### config.mk
export PLATFORM = sky130hd
export DESIGN_NAME = timeout_table_scanner
export DESIGN_NICKNAME = d
export VERILOG_FILES = /design/src/hdl/tts_pkg.sv /design/src/hdl/tts_ram.sv /design/src/hdl/tts_unit.sv /design/src/hdl/timeout_table_scanner.sv
export SDC_FILE = /design/constraint.sdc
export NUM_CORES = 2
export LEC_CHECK = 0
export BUFFER_PORTS_ARGS = -buffer_cell sky130_fd_sc_hd__buf_2
export CAP_MARGIN = 40
export CORE_AREA = 2 2 457 459
export DETAILED_ROUTE_END_ITERATION = 10
export DIE_AREA = 0 0 459 461
export PLACE_DENSITY_LB_ADDON = 0.3
export SLEW_MARGIN = 20
export SYNTH_ARGS = -nofsm -noshare
export SYNTH_HDL_FRONTEND = slang
export SYNTH_HIERARCHICAL = 1
export SYNTH_SLANG_ARGS = --single-unit
### constraint.sdc
create_clock -name clk -period 28.7 [get_ports clk]
set_input_delay 5.74 -clock clk [delete_from_list [all_inputs] [get_ports clk]]
set_output_delay 5.74 -clock clk [all_outputs]
set_load 0.005 [all_outputs]
### src/hdl/tts_pkg.sv
// Package for the timeout table scanner: item types, codes and constants.
// No dependencies; used by the update unit, the scanner and the checkers.
package tts_pkg;

	localparam int TW = 32;
	localparam int DTW = 16;
	localparam int CFG_IDX_W = 2;

	localparam logic [1:0] OP_TICK    = 2'd0;
	localparam logic [1:0] OP_ADD     = 2'd1;
	localparam logic [1:0] OP_ADD_NAK = 2'd2;
	localparam logic [1:0] OP_DEL     = 2'd3;

	localparam logic [1:0] CLS_ACK = 2'd0;
	localparam logic [1:0] CLS_ACT = 2'd1;
	localparam logic [1:0] CLS_NAK = 2'd2;

	localparam logic [1:0] KIND_EVENT   = 2'd0;
	localparam logic [1:0] KIND_SUMMARY = 2'd1;
	localparam logic [1:0] KIND_STATUS  = 2'd2;

	localparam logic [1:0] ST_OK       = 2'd0;
	localparam logic [1:0] ST_NOTFOUND = 2'd1;
	localparam logic [1:0] ST_FULL     = 2'd2;

	localparam logic [CFG_IDX_W-1:0] CFG_ACK_PERIOD = 2'd0;
	localparam logic [CFG_IDX_W-1:0] CFG_NAK_PERIOD = 2'd1;

	localparam logic [TW-1:0] ACK_PERIOD_RST = 32'd100;
	localparam logic [TW-1:0] NAK_PERIOD_RST = 32'd50;

	typedef struct packed {
		logic [1:0]     opcode;
		logic [1:0]     op_class;
		logic [TW-1:0]  timer_id;
		logic [TW-1:0]  period;
		logic           one_shot;
		logic [DTW-1:0] elapsed_ticks;
	} cmd_t;

	typedef struct packed {
		logic [1:0]    kind;
		logic [1:0]    event_class;
		logic [TW-1:0] event_id;
		logic [TW-1:0] min_left;
		logic [1:0]    status;
		logic          last;
	} res_t;

	typedef struct packed {
		logic [TW-1:0] id;
		logic [TW-1:0] period;
		logic          oneshot;
		logic [TW-1:0] elapsed;
	} slot_t;

	typedef struct packed {
		logic [TW-1:0] new_elapsed;
		logic          expired;
		logic [TW-1:0] left;
	} unit_res_t;

endpackage

### src/hdl/tts_ram.sv
// Generic single write port, single read port RAM with registered read.
// No dependencies.
module tts_ram #(
	parameter int WIDTH = 8,
	parameter int DEPTH = 16
) (
	input  logic                                     clk,
	input  logic                                     we,
	input  logic [((DEPTH > 1) ? $clog2(DEPTH) : 1)-1:0] waddr,
	input  logic [WIDTH-1:0]                         wdata,
	input  logic                                     re,
	input  logic [((DEPTH > 1) ? $clog2(DEPTH) : 1)-1:0] raddr,
	output logic [WIDTH-1:0]                         rdata
);

	logic [WIDTH-1:0] mem_q [DEPTH];
	logic [WIDTH-1:0] rdata_q;

	always_ff @(posedge clk) begin
		if (we) begin
			mem_q[waddr] <= wdata;
		end
		if (re) begin
			rdata_q <= mem_q[raddr];
		end
	end

	assign rdata = rdata_q;

endmodule

### src/hdl/tts_unit.sv
// Shared timer update unit: saturating elapsed add, expiry compare, time left.
// Depends on tts_pkg.
module tts_unit (
	input  logic [tts_pkg::TW-1:0]  elapsed,
	input  logic [tts_pkg::DTW-1:0] dt,
	input  logic [tts_pkg::TW-1:0]  period,
	output tts_pkg::unit_res_t      res
);

	logic [tts_pkg::TW:0]   sum;
	logic [tts_pkg::TW-1:0] sat;

	assign sum = {1'b0, elapsed} + {{(tts_pkg::TW - tts_pkg::DTW + 1){1'b0}}, dt};
	assign sat = sum[tts_pkg::TW] ? {tts_pkg::TW{1'b1}} : sum[tts_pkg::TW-1:0];

	assign res.new_elapsed = sat;
	assign res.expired     = (sat >= period);
	assign res.left        = period - sat;

endmodule

### src/hdl/timeout_table_scanner.sv
// Timeout table scanner: ack timer plus a table of SLOTS act/nak timers.
// Tick: the ack timer, then two class passes over the table, then a summary; one RAM read per cycle unless held.
// Add: takes the first free slot; delete: scans for a matching class and id; one item at a time.
// Results leave through an output register; a new command is taken once the last is loaded.
// Reset: idle, all slots free, ack elapsed 0, periods 100 and 50; no clearing pass.
module timeout_table_scanner #(
	parameter int SLOTS = 16
) (
	input  logic                              clk,
	input  logic                              arst_n,
	input  logic                              cmd_valid,
	output logic                              cmd_stall,
	input  tts_pkg::cmd_t                     cmd,
	output logic                              res_valid,
	input  logic                              res_stall,
	output tts_pkg::res_t                     res,
	input  logic                              cfg_valid,
	output logic                              cfg_ready,
	input  logic [tts_pkg::CFG_IDX_W-1:0]     cfg_index,
	input  logic [tts_pkg::TW-1:0]            cfg_data
);

	localparam int IDX_W = (SLOTS > 1) ? $clog2(SLOTS) : 1;
	localparam logic [IDX_W-1:0] LAST_IDX = IDX_W'(SLOTS - 1);

	typedef enum logic [2:0] {
		S_IDLE, S_ACK, S_SCAN, S_SUM, S_ADD, S_DEL, S_STAT
	} state_t;

	state_t                 state_q;
	tts_pkg::cmd_t          cmd_q;
	logic [tts_pkg::TW-1:0] ack_period_q;
	logic [tts_pkg::TW-1:0] nak_period_q;
	logic [tts_pkg::TW-1:0] ack_elapsed_q;
	logic [SLOTS-1:0]       slot_valid_q;
	logic [SLOTS-1:0]       slot_cls_q;
	logic [IDX_W-1:0]       idx_q;
	logic                   pass_q;
	logic                   issue_q;
	logic                   valid_s1;
	logic [IDX_W-1:0]       idx_s1;
	logic                   pass_s1;
	logic                   lv_s2;
	logic [tts_pkg::TW-1:0] left_s2;
	logic [tts_pkg::TW-1:0] min_q;
	logic                   have_q;
	logic [1:0]             status_q;
	logic                   res_valid_q;
	tts_pkg::res_t          res_q;

	tts_pkg::slot_t         rdata;
	tts_pkg::slot_t         wdata;
	logic                   we;
	logic [IDX_W-1:0]       waddr;
	logic                   re;
	tts_pkg::unit_res_t     ures;
	logic [tts_pkg::TW-1:0] u_el;
	logic [tts_pkg::TW-1:0] u_per;
	logic                   can_load;
	logic                   proc_s1;
	logic                   hold;
	logic                   match_s1;
	logic                   del_cls;
	logic                   add_cls;
	logic                   load;
	tts_pkg::res_t          res_nxt;

	assign can_load  = !res_valid_q || !res_stall;
	assign cmd_stall = (state_q != S_IDLE);
	assign cfg_ready = 1'b1;
	assign res_valid = res_valid_q;
	assign res       = res_q;

	assign del_cls = (cmd_q.op_class == tts_pkg::CLS_NAK);
	assign add_cls = (cmd_q.opcode == tts_pkg::OP_ADD_NAK) || del_cls;

	assign u_el  = (state_q == S_ACK) ? ack_elapsed_q : rdata.elapsed;
	assign u_per = (state_q == S_ACK) ? ack_period_q : rdata.period;

	tts_unit u_unit (
		.elapsed (u_el),
		.dt      (cmd_q.elapsed_ticks),
		.period  (u_per),
		.res     (ures)
	);

	assign proc_s1  = valid_s1 && slot_valid_q[idx_s1] && (slot_cls_q[idx_s1] == pass_s1);
	assign hold     = (state_q == S_SCAN) && proc_s1 && ures.expired && !can_load;
	assign match_s1 = valid_s1 && slot_valid_q[idx_s1] && (slot_cls_q[idx_s1] == del_cls)
		&& (rdata.id == cmd_q.timer_id);

	assign re = issue_q && (((state_q == S_SCAN) && !hold) || (state_q == S_DEL));

	always_comb begin
		we    = 1'b0;
		waddr = idx_s1;
		wdata = rdata;
		if (state_q == S_SCAN && proc_s1 && !hold) begin
			we            = 1'b1;
			wdata.elapsed = ures.expired ? '0 : ures.new_elapsed;
		end else if (state_q == S_ADD && !slot_valid_q[idx_q]) begin
			we            = 1'b1;
			waddr         = idx_q;
			wdata.id      = cmd_q.timer_id;
			wdata.elapsed = '0;
			if (cmd_q.opcode == tts_pkg::OP_ADD_NAK) begin
				wdata.period  = nak_period_q;
				wdata.oneshot = 1'b1;
			end else begin
				wdata.period  = cmd_q.period;
				wdata.oneshot = cmd_q.one_shot;
			end
		end
	end

	tts_ram #(
		.WIDTH ($bits(tts_pkg::slot_t)),
		.DEPTH (SLOTS)
	) u_ram (
		.clk   (clk),
		.we    (we),
		.waddr (waddr),
		.wdata (wdata),
		.re    (re),
		.raddr (idx_q),
		.rdata (rdata)
	);

	always_comb begin
		load    = 1'b0;
		res_nxt = '0;
		case (state_q)
			S_ACK: begin
				load                = ures.expired && can_load;
				res_nxt.kind        = tts_pkg::KIND_EVENT;
				res_nxt.event_class = tts_pkg::CLS_ACK;
			end
			S_SCAN: begin
				load                = proc_s1 && ures.expired && can_load;
				res_nxt.kind        = tts_pkg::KIND_EVENT;
				res_nxt.event_class = pass_s1 ? tts_pkg::CLS_NAK : tts_pkg::CLS_ACT;
				res_nxt.event_id    = rdata.id;
			end
			S_SUM: begin
				load             = can_load;
				res_nxt.kind     = tts_pkg::KIND_SUMMARY;
				res_nxt.min_left = min_q;
				res_nxt.last     = 1'b1;
			end
			S_STAT: begin
				load           = can_load;
				res_nxt.kind   = tts_pkg::KIND_STATUS;
				res_nxt.status = status_q;
				res_nxt.last   = 1'b1;
			end
			default: begin
				load = 1'b0;
			end
		endcase
	end

	always_ff @(posedge clk) begin
		if (state_q == S_ADD && !slot_valid_q[idx_q]) begin
			slot_cls_q[idx_q] <= add_cls;
		end
	end

	always_ff @(posedge clk or negedge arst_n) begin
		if (!arst_n) begin
			state_q       <= S_IDLE;
			cmd_q         <= '0;
			ack_period_q  <= tts_pkg::ACK_PERIOD_RST;
			nak_period_q  <= tts_pkg::NAK_PERIOD_RST;
			ack_elapsed_q <= '0;
			slot_valid_q  <= '0;
			idx_q         <= '0;
			pass_q        <= 1'b0;
			issue_q       <= 1'b0;
			valid_s1      <= 1'b0;
			idx_s1        <= '0;
			pass_s1       <= 1'b0;
			lv_s2         <= 1'b0;
			left_s2       <= '0;
			min_q         <= '0;
			have_q        <= 1'b0;
			status_q      <= tts_pkg::ST_OK;
			res_valid_q   <= 1'b0;
			res_q         <= '0;
		end else begin
			if (load) begin
				res_valid_q <= 1'b1;
				res_q       <= res_nxt;
			end else if (!res_stall) begin
				res_valid_q <= 1'b0;
			end

			if (cfg_valid && cfg_ready) begin
				case (cfg_index)
					tts_pkg::CFG_ACK_PERIOD: ack_period_q <= cfg_data;
					tts_pkg::CFG_NAK_PERIOD: nak_period_q <= cfg_data;
					default: ;
				endcase
			end

			// fold one time left into the running minimum
			if (lv_s2 && (!have_q || left_s2 < min_q)) begin
				min_q  <= left_s2;
				have_q <= 1'b1;
			end
			lv_s2 <= !ures.expired && ((state_q == S_ACK) || ((state_q == S_SCAN) && proc_s1));

			case (state_q)
				S_IDLE: begin
					if (cmd_valid) begin
						cmd_q    <= cmd;
						idx_q    <= '0;
						pass_q   <= 1'b0;
						valid_s1 <= 1'b0;
						case (cmd.opcode)
							tts_pkg::OP_TICK: begin
								min_q   <= '0;
								have_q  <= 1'b0;
								state_q <= S_ACK;
							end
							tts_pkg::OP_ADD: begin
								if (cmd.op_class inside {tts_pkg::CLS_ACT, tts_pkg::CLS_NAK}) begin
									state_q <= S_ADD;
								end else begin
									status_q <= tts_pkg::ST_OK;
									state_q  <= S_STAT;
								end
							end
							tts_pkg::OP_ADD_NAK: begin
								state_q <= S_ADD;
							end
							default: begin
								if (cmd.op_class inside {tts_pkg::CLS_ACT, tts_pkg::CLS_NAK}) begin
									issue_q <= 1'b1;
									state_q <= S_DEL;
								end else begin
									status_q <= tts_pkg::ST_NOTFOUND;
									state_q  <= S_STAT;
								end
							end
						endcase
					end
				end
				S_ACK: begin
					if (!(ures.expired && !can_load)) begin
						ack_elapsed_q <= ures.expired ? '0 : ures.new_elapsed;
						left_s2       <= ures.left;
						issue_q       <= 1'b1;
						state_q       <= S_SCAN;
					end
				end
				S_SCAN: begin
					if (!hold) begin
						left_s2  <= ures.left;
						if (proc_s1 && ures.expired && rdata.oneshot) begin
							slot_valid_q[idx_s1] <= 1'b0;
						end
						valid_s1 <= issue_q;
						idx_s1   <= idx_q;
						pass_s1  <= pass_q;
						if (issue_q) begin
							if (idx_q == LAST_IDX) begin
								idx_q <= '0;
								if (pass_q) begin
									issue_q <= 1'b0;
								end else begin
									pass_q <= 1'b1;
								end
							end else begin
								idx_q <= idx_q + 1'b1;
							end
						end
						if (!issue_q && !valid_s1 && !lv_s2) begin
							state_q <= S_SUM;
						end
					end
				end
				S_SUM: begin
					if (can_load) begin
						state_q <= S_IDLE;
					end
				end
				S_ADD: begin
					if (!slot_valid_q[idx_q]) begin
						slot_valid_q[idx_q] <= 1'b1;
						status_q            <= tts_pkg::ST_OK;
						state_q             <= S_STAT;
					end else if (idx_q == LAST_IDX) begin
						status_q <= tts_pkg::ST_FULL;
						state_q  <= S_STAT;
					end else begin
						idx_q <= idx_q + 1'b1;
					end
				end
				S_DEL: begin
					valid_s1 <= issue_q;
					idx_s1   <= idx_q;
					if (issue_q) begin
						if (idx_q == LAST_IDX) begin
							issue_q <= 1'b0;
						end else begin
							idx_q <= idx_q + 1'b1;
						end
					end
					if (match_s1) begin
						slot_valid_q[idx_s1] <= 1'b0;
						status_q             <= tts_pkg::ST_OK;
						state_q              <= S_STAT;
					end else if (valid_s1 && !issue_q) begin
						status_q <= tts_pkg::ST_NOTFOUND;
						state_q  <= S_STAT;
					end
				end
				S_STAT: begin
					if (can_load) begin
						state_q <= S_IDLE;
					end
				end
				default: begin
					state_q <= S_IDLE;
				end
			endcase
		end
	end

endmodule

# After elaboration in Yosys (flattened, before gate mapping)
# Memory sizes are Yosys's and may differ from the RTL's. A register that Yosys moved wholly into a read port is not among the register bits.
# Index checks and enable logic that the tools add are counted.
[word_totals] word_cells=250 regBits=368 mem_bits_rw=1552 output_inout_bits=74 memories=1
[op_classes] muxes=101 bitwise_logic=5 n_lt_le_gt_ge=6 eq_ne=36 n_reduce_logical=68 n_addsub=3
[mem_list] memory="u_ram.mem_q" words=16 word_bits=97 read_ports=1 rd_ports_with_merged_regs=1 wr=1 line="tts_ram.sv:16" rtl="logic [WIDTH-1:0] mem_q [DEPTH];"
[ops] operator="$mux W32" count=13
[ops] operator="$mux W97" count=1
[ops] operator="$mux W65" count=1
[ops] operator="$mux W16" count=4
[ops] operator="$pmux W32 S2" count=1
[ops] operator="$pmux W16 S3" count=1
[ops] operator="$mux W4" count=10
[ops] operator="$add A32 B16 Y33" count=1
[ops] operator="$mux W33" count=1
[ops] operator="$eq A32 B32 Y1" count=1
[ops] operator="$ge A32 B32 Y1" count=1
[ops] operator="$lt A32 B32 Y1" count=1
[ops] operator="$sub A32 B32 Y32" count=1
[ops] operator="$mux W1" count=31
[ops] operator="$mux W3" count=9
[ops] operator="$mux W2" count=12
[ops] operator="$logic_and A1 B1 Y1" count=23
[ops] operator="$ne A2 B2 Y1 const B" count=11
[ops] operator="$pmux W3 S6" count=1
[ops] operator="$reduce_and A6 Y1" count=3
[ops] operator="$and A16 B16 Y16" count=1
[ops] operator="$bwmux W16" count=1
[ops] operator="$not A16 Y16" count=1
[ops] operator="$or A16 B16 Y16" count=1
[ops] operator="37 further kinds" count=88

# Depth between registers and ports, before layout
[logic_depth] ltp_word=12 depth_mapped=35 ltp_nobuf=28

# Cells and area by module
# Netlist, hierarchy kept.
[modules_own_cells] module="tts_ram" instances=1 cells_each=2484 seq_area_each_um2=49517.5 area_per_inst_um2=60838.3
[modules_own_cells] module="timeout_table_scanner" instances=1 cells_each=1668 seq_area_each_um2=9296.4 area_per_inst_um2=18143.7
[modules_own_cells] module="tts_unit" instances=1 cells_each=474 seq_area_each_um2=0.0 area_per_inst_um2=3255.6

# Worst setup path before layout
# OpenSTA, ideal clock, no wires.
[synth_timing] path_kind="input to register" from="input port res_stall" to="memory u_ram/mem_q[0][0] in the netlist's numbering (enable)" stages=6 setup_slack_ps=14671 setup_ps=672 required_time_ps=28028 t_arrival_ps=13358 cell_sequence="nand3_1 -> a21oi_1 -> clkbuf_1 -> inv_1 -> or3b_2 -> nor3_1"
[synth_via] elab_chain_len=9
[synth_lines] item="from (decl)" line="timeout_table_scanner.sv:15" rtl="input logic res_stall,"
[synth_lines] item="$logic_not A1 Y1"
[synth_lines] item="$logic_or A1 B1 Y1" line="timeout_table_scanner.sv:68" rtl="assign can_load = !res_valid_q || !res_stall;"
[synth_lines] item="$logic_not A1 Y1" line="timeout_table_scanner.sv:88" rtl="assign hold = (state_q == S_SCAN) && proc_s1 && ures.expired && !can_load;"
[synth_lines] item="$logic_and A1 B1 Y1" line="timeout_table_scanner.sv:88"
[synth_lines] item="$logic_not A1 Y1"
[synth_lines] item="$logic_and A1 B1 Y1" line="timeout_table_scanner.sv:98" rtl="if (state_q == S_SCAN && proc_s1 && !hold) begin"
[synth_lines] item="$mux W1" line="timeout_table_scanner.sv:98"
[synth_lines] item="via we" line="timeout_table_scanner.sv:53" rtl="logic we;"
[synth_lines] item="$mux W1" line="tts_ram.sv:20" rtl="if (we) begin"
[synth_lines] item="$mux W1 (implied by the code)" line="tts_ram.sv:21" rtl="mem_q[waddr] <= wdata;"
[synth_lines] item="to (decl)" line="tts_ram.sv:16"
# The timed path passes the listed nets, and every way through them passes these cells.

==> metrics <==
Worst IR Drop VDD=0.111 mV; width of the die=459 µm; Mapped Area=0.0822 mm²; Max-cap violations=0; cell with the largest stage delay on the worst path=buf_4; crit end category=register; post-DP HPWL=131 mm; r2r setup slk=19.62 ns; CTS root buf=clkbuf_16; CTS tree=built; initial antenna violation count=19; CTS Buf Count=199; die footprint=0.212 mm²; RSZ-0062 raised after global routing=false; I/O pin cnt=198; share of cells above drive strength 1=0.264; # rows=167; number of synthesized flops with an enable pin=1665; biggest cell delay along the critical path=0.71 ns; via count=44100; crit path kind=register to register; Routed WL=210 mm; main flop type after synthesis=edfxtp_1; setup TNS=0 ns; Setup crit start kind=register; post-CTS setup buffer count=0; Final Hold Vio Count=0; Final Total Pwr=11.0 mW; Nets=5132; post-synth cell types=80; DIE HEIGHT=461 µm; Lkg Pwr=32.2 nW; commonest non-fill, non-tap cell in the layout=edfxtp_1; Reg power frac=0.393; router iterations before antenna repair=6; commonest non-fill, non-tap cells in the layout=1665 x edfxtp_1, 429 x nand2_1, 401 x mux4_2; number of global-route vias before repair=44800; maximum clock rate=110 MHz; Setup violations, final=0; Pint=7.03 mW; port buffer count=196; DR iter-0 viols=5140; critical path data required time=29.13 ns; filler instances=17500; most frequent CP cell=buf_4; Clock power frac=0.235; Critical R2R Launch=state_q[1]; hold path startpoint=min_q[20]; switching share of power=0.360; Logic pwr share=0.371; CTS Buffer Depth=3; Core Area=0.206 mm²; GRT Total Usage=0.198; post_cts resized=0; Synth Warn #=6; Net Count, Synth=4835; Worst Hold End=res[23]; DRC=0; Data arrival, critical path=9.51 ns; wire length of the first global-routing pass=309 mm; Clock transition at path regs=0.06 ns; Pwr per Cell Area=117 mW/mm²; Worst Reg-to-Reg Cells=29; vias per inst=5.65; H-tree levels=4; cells after synthesis=4626; Layout Area Growth over Synthesis=14.5%; Net Switching=3.96 mW; CTS Sinks=2017; Clock Latency Late Sink=0.87 ns; final period utilization=0.316; Routability Congestion=0.849; r2r endpoint=u_ram/mem_q[14][51]; Worst Tran Pin Value=0.988 ns; Final Slew Violations=0; Initial Util=0.398; GR Overflow Total=0; hold buffers post-CTS=0; Async S/R FF share, synth=0.175; worst-path maximum fanout=60; min Tclk post-route=9.08 ns; DR WL/cell=26.9 µm; skew final=0.0860 ns; Rel. slew slack=0.341; largest net degree at the start of global routing=124; sequential-to-total area share from yosys stat=0.715; Worst Hold Path Cells=1; Syn Area/Cell=17.8 µm²; Yosys reg bits=2017; antenna-violating nets left=0; status=complete, no violations; Hold WC Path Type=register to register
-- critical path: cells and delay by family, from the launching register on --
family | cells | cell delay (ns)
DFF | 1 | 0.65
AOI/OAI and AO/OA | 9 | 1.98
buffers and inverters | 7 | 2.55
and+or+nand+nor | 11 | 2.78
adders and majority gates | 2 | 0.65
-- kinds of logic (layout without fill, tap and decap cells) --
group                    count (synthesis)  after routing  share of synthesized area
AO/OA/AOI/OAI                          676            676                     0.0579
other                                    1              5                  0.0000456
buffers and inverters                  322            791                     0.0171
AND/OR/NAND/NOR                        771            771                     0.0415
flip-flops                            2017           2017                      0.715
adder cells (fa/ha/maj)                 85             85                     0.0131
multiplexers                           672            672                      0.146
XOR/XNOR                                82             82                    0.00873
-- cell type report --
type	count	area, µm²	share of cell area
antenna	4	10.0	0.000106
clock buffer	248	5230	0.0556
clock inverter	125	1320	0.0140
inverter	67	251	0.00267
multi-input combinational	2287	22300	0.236
sequential	2017	58800	0.625
tap	2704	3380	0.0359
timing repair buffer	351	2880	0.0306
-- per-layer routing --
layer  share of wire  track usage  wire [µm]  up-vias
li1                -            -          -    19000
met1            0.44        0.281      91600    23100
met2            0.46        0.307      96900     1589
met3           0.071       0.0398      14900      345
met4           0.032       0.0650       6640       18
met5         0.00049            0        103        -
-- per-stage QoR --
step	cells	area (µm²)	hold WS, ns	setup WS [ns]	util
3_5_place_dp	7418	87400	0.468	18.84	0.424
5_1_grt	7800	94200	0.494	18.92	0.456
3_3_place_gp	7355	86400	0.454	18.96	0.418
4_1_cts	7791	94000	0.472	18.84	0.455
2_1_floorplan	4626	82200	0.460	14.67	-
6_report	7803	94200	0.476	19.62	0.456
-- cells in the mapped netlist, types with 4 or more instances --
| cell | instances | area share |
|---|---|---|
| a211oi_1 | 14 | 0.0013 |
| a21boi_0 | 38 | 0.0035 |
| a21o_1 | 18 | 0.0016 |
| a21oi_1 | 96 | 0.0058 |
| a22o_1 | 101 | 0.011 |
| a22oi_1 | 194 | 0.018 |
| a31oi_1 | 11 | 0.00084 |
| a41oi_1 | 19 | 0.0020 |
| and2_1 | 38 | 0.0029 |
| and3_1 | 16 | 0.0012 |
| buf_1 | 40 | 0.0018 |
| buf_2 | 36 | 0.0022 |
| buf_4 | 33 | 0.0030 |
| buf_6 | 4 | 0.00055 |
| clkbuf_1 | 142 | 0.0065 |
| dfrtp_1 | 346 | 0.11 |
| dfstp_2 | 6 | 0.0019 |
| edfxtp_1 | 1665 | 0.61 |
| ha_1 | 83 | 0.013 |
| inv_1 | 67 | 0.0031 |
| mux2_2 | 228 | 0.031 |
| mux2i_1 | 41 | 0.0050 |
| mux4_2 | 401 | 0.11 |
| nand2_1 | 429 | 0.020 |
| nand2b_1 | 17 | 0.0013 |
| nand3_1 | 56 | 0.0034 |
| nand3b_1 | 6 | 0.00055 |
| nand4_1 | 13 | 0.00099 |
| nor2_1 | 126 | 0.0058 |
| nor2b_1 | 17 | 0.0013 |
| nor3_1 | 15 | 0.00091 |
| nor3b_1 | 5 | 0.00046 |
| nor4_1 | 15 | 0.0011 |
| o211ai_1 | 5 | 0.00046 |
| o21a_1 | 10 | 0.00091 |
| o21ai_0 | 115 | 0.0070 |
| o21bai_1 | 5 | 0.00046 |
| o22ai_1 | 4 | 0.00030 |
| o31ai_1 | 8 | 0.00073 |
| xnor2_1 | 24 | 0.0026 |
| xor2_1 | 58 | 0.0062 |
-- power by group through the flow --
stage	Clock (mW)	Sequential [mW]	Combinational [mW]
floorplan	0	4.24	2.76
global placement	0	4.39	3.94
detailed placement	0	4.38	4.06
CTS	2.64	4.32	4.08
global route	2.75	4.36	4.45
finish	2.59	4.33	4.08
-- worst max-delay path by stage --
stage / startpoint / end / slack (ns) / cells past startpoint
after floorplan: res_stall / u_ram/mem_q[0][0] / 14.67 / 6
after global placement: state_q[1] / u_ram/mem_q[15][76] / 18.96 / 29
after detailed placement: state_q[1] / u_ram/mem_q[14][93] / 18.84 / 29
after CTS: state_q[1] / u_ram/mem_q[14][68] / 18.84 / 30
after global routing: state_q[1] / u_ram/mem_q[14][84] / 18.92 / 29
final: state_q[1] / u_ram/mem_q[14][51] / 19.62 / 29
-- registers in the layout, summed over array words and instances, names as in the netlist, 2 cells and up --
| name | flops |
|---|---|
| state_q | 3 |
| slot_cls_q | 16 |
| cmd_q | 85 |
| idx_q | 4 |
| slot_valid_q | 16 |
| nak_period_q | 32 |
| ack_period_q | 32 |
| idx_s1 | 4 |
| res | 71 |
| left_s2 | 32 |
| status_q | 2 |
| ack_elapsed_q | 32 |
| u_ram/mem_q | 1552 |
| min_q | 32 |
| u_ram/rdata | 97 |
(Power assumes the default switching activity.)
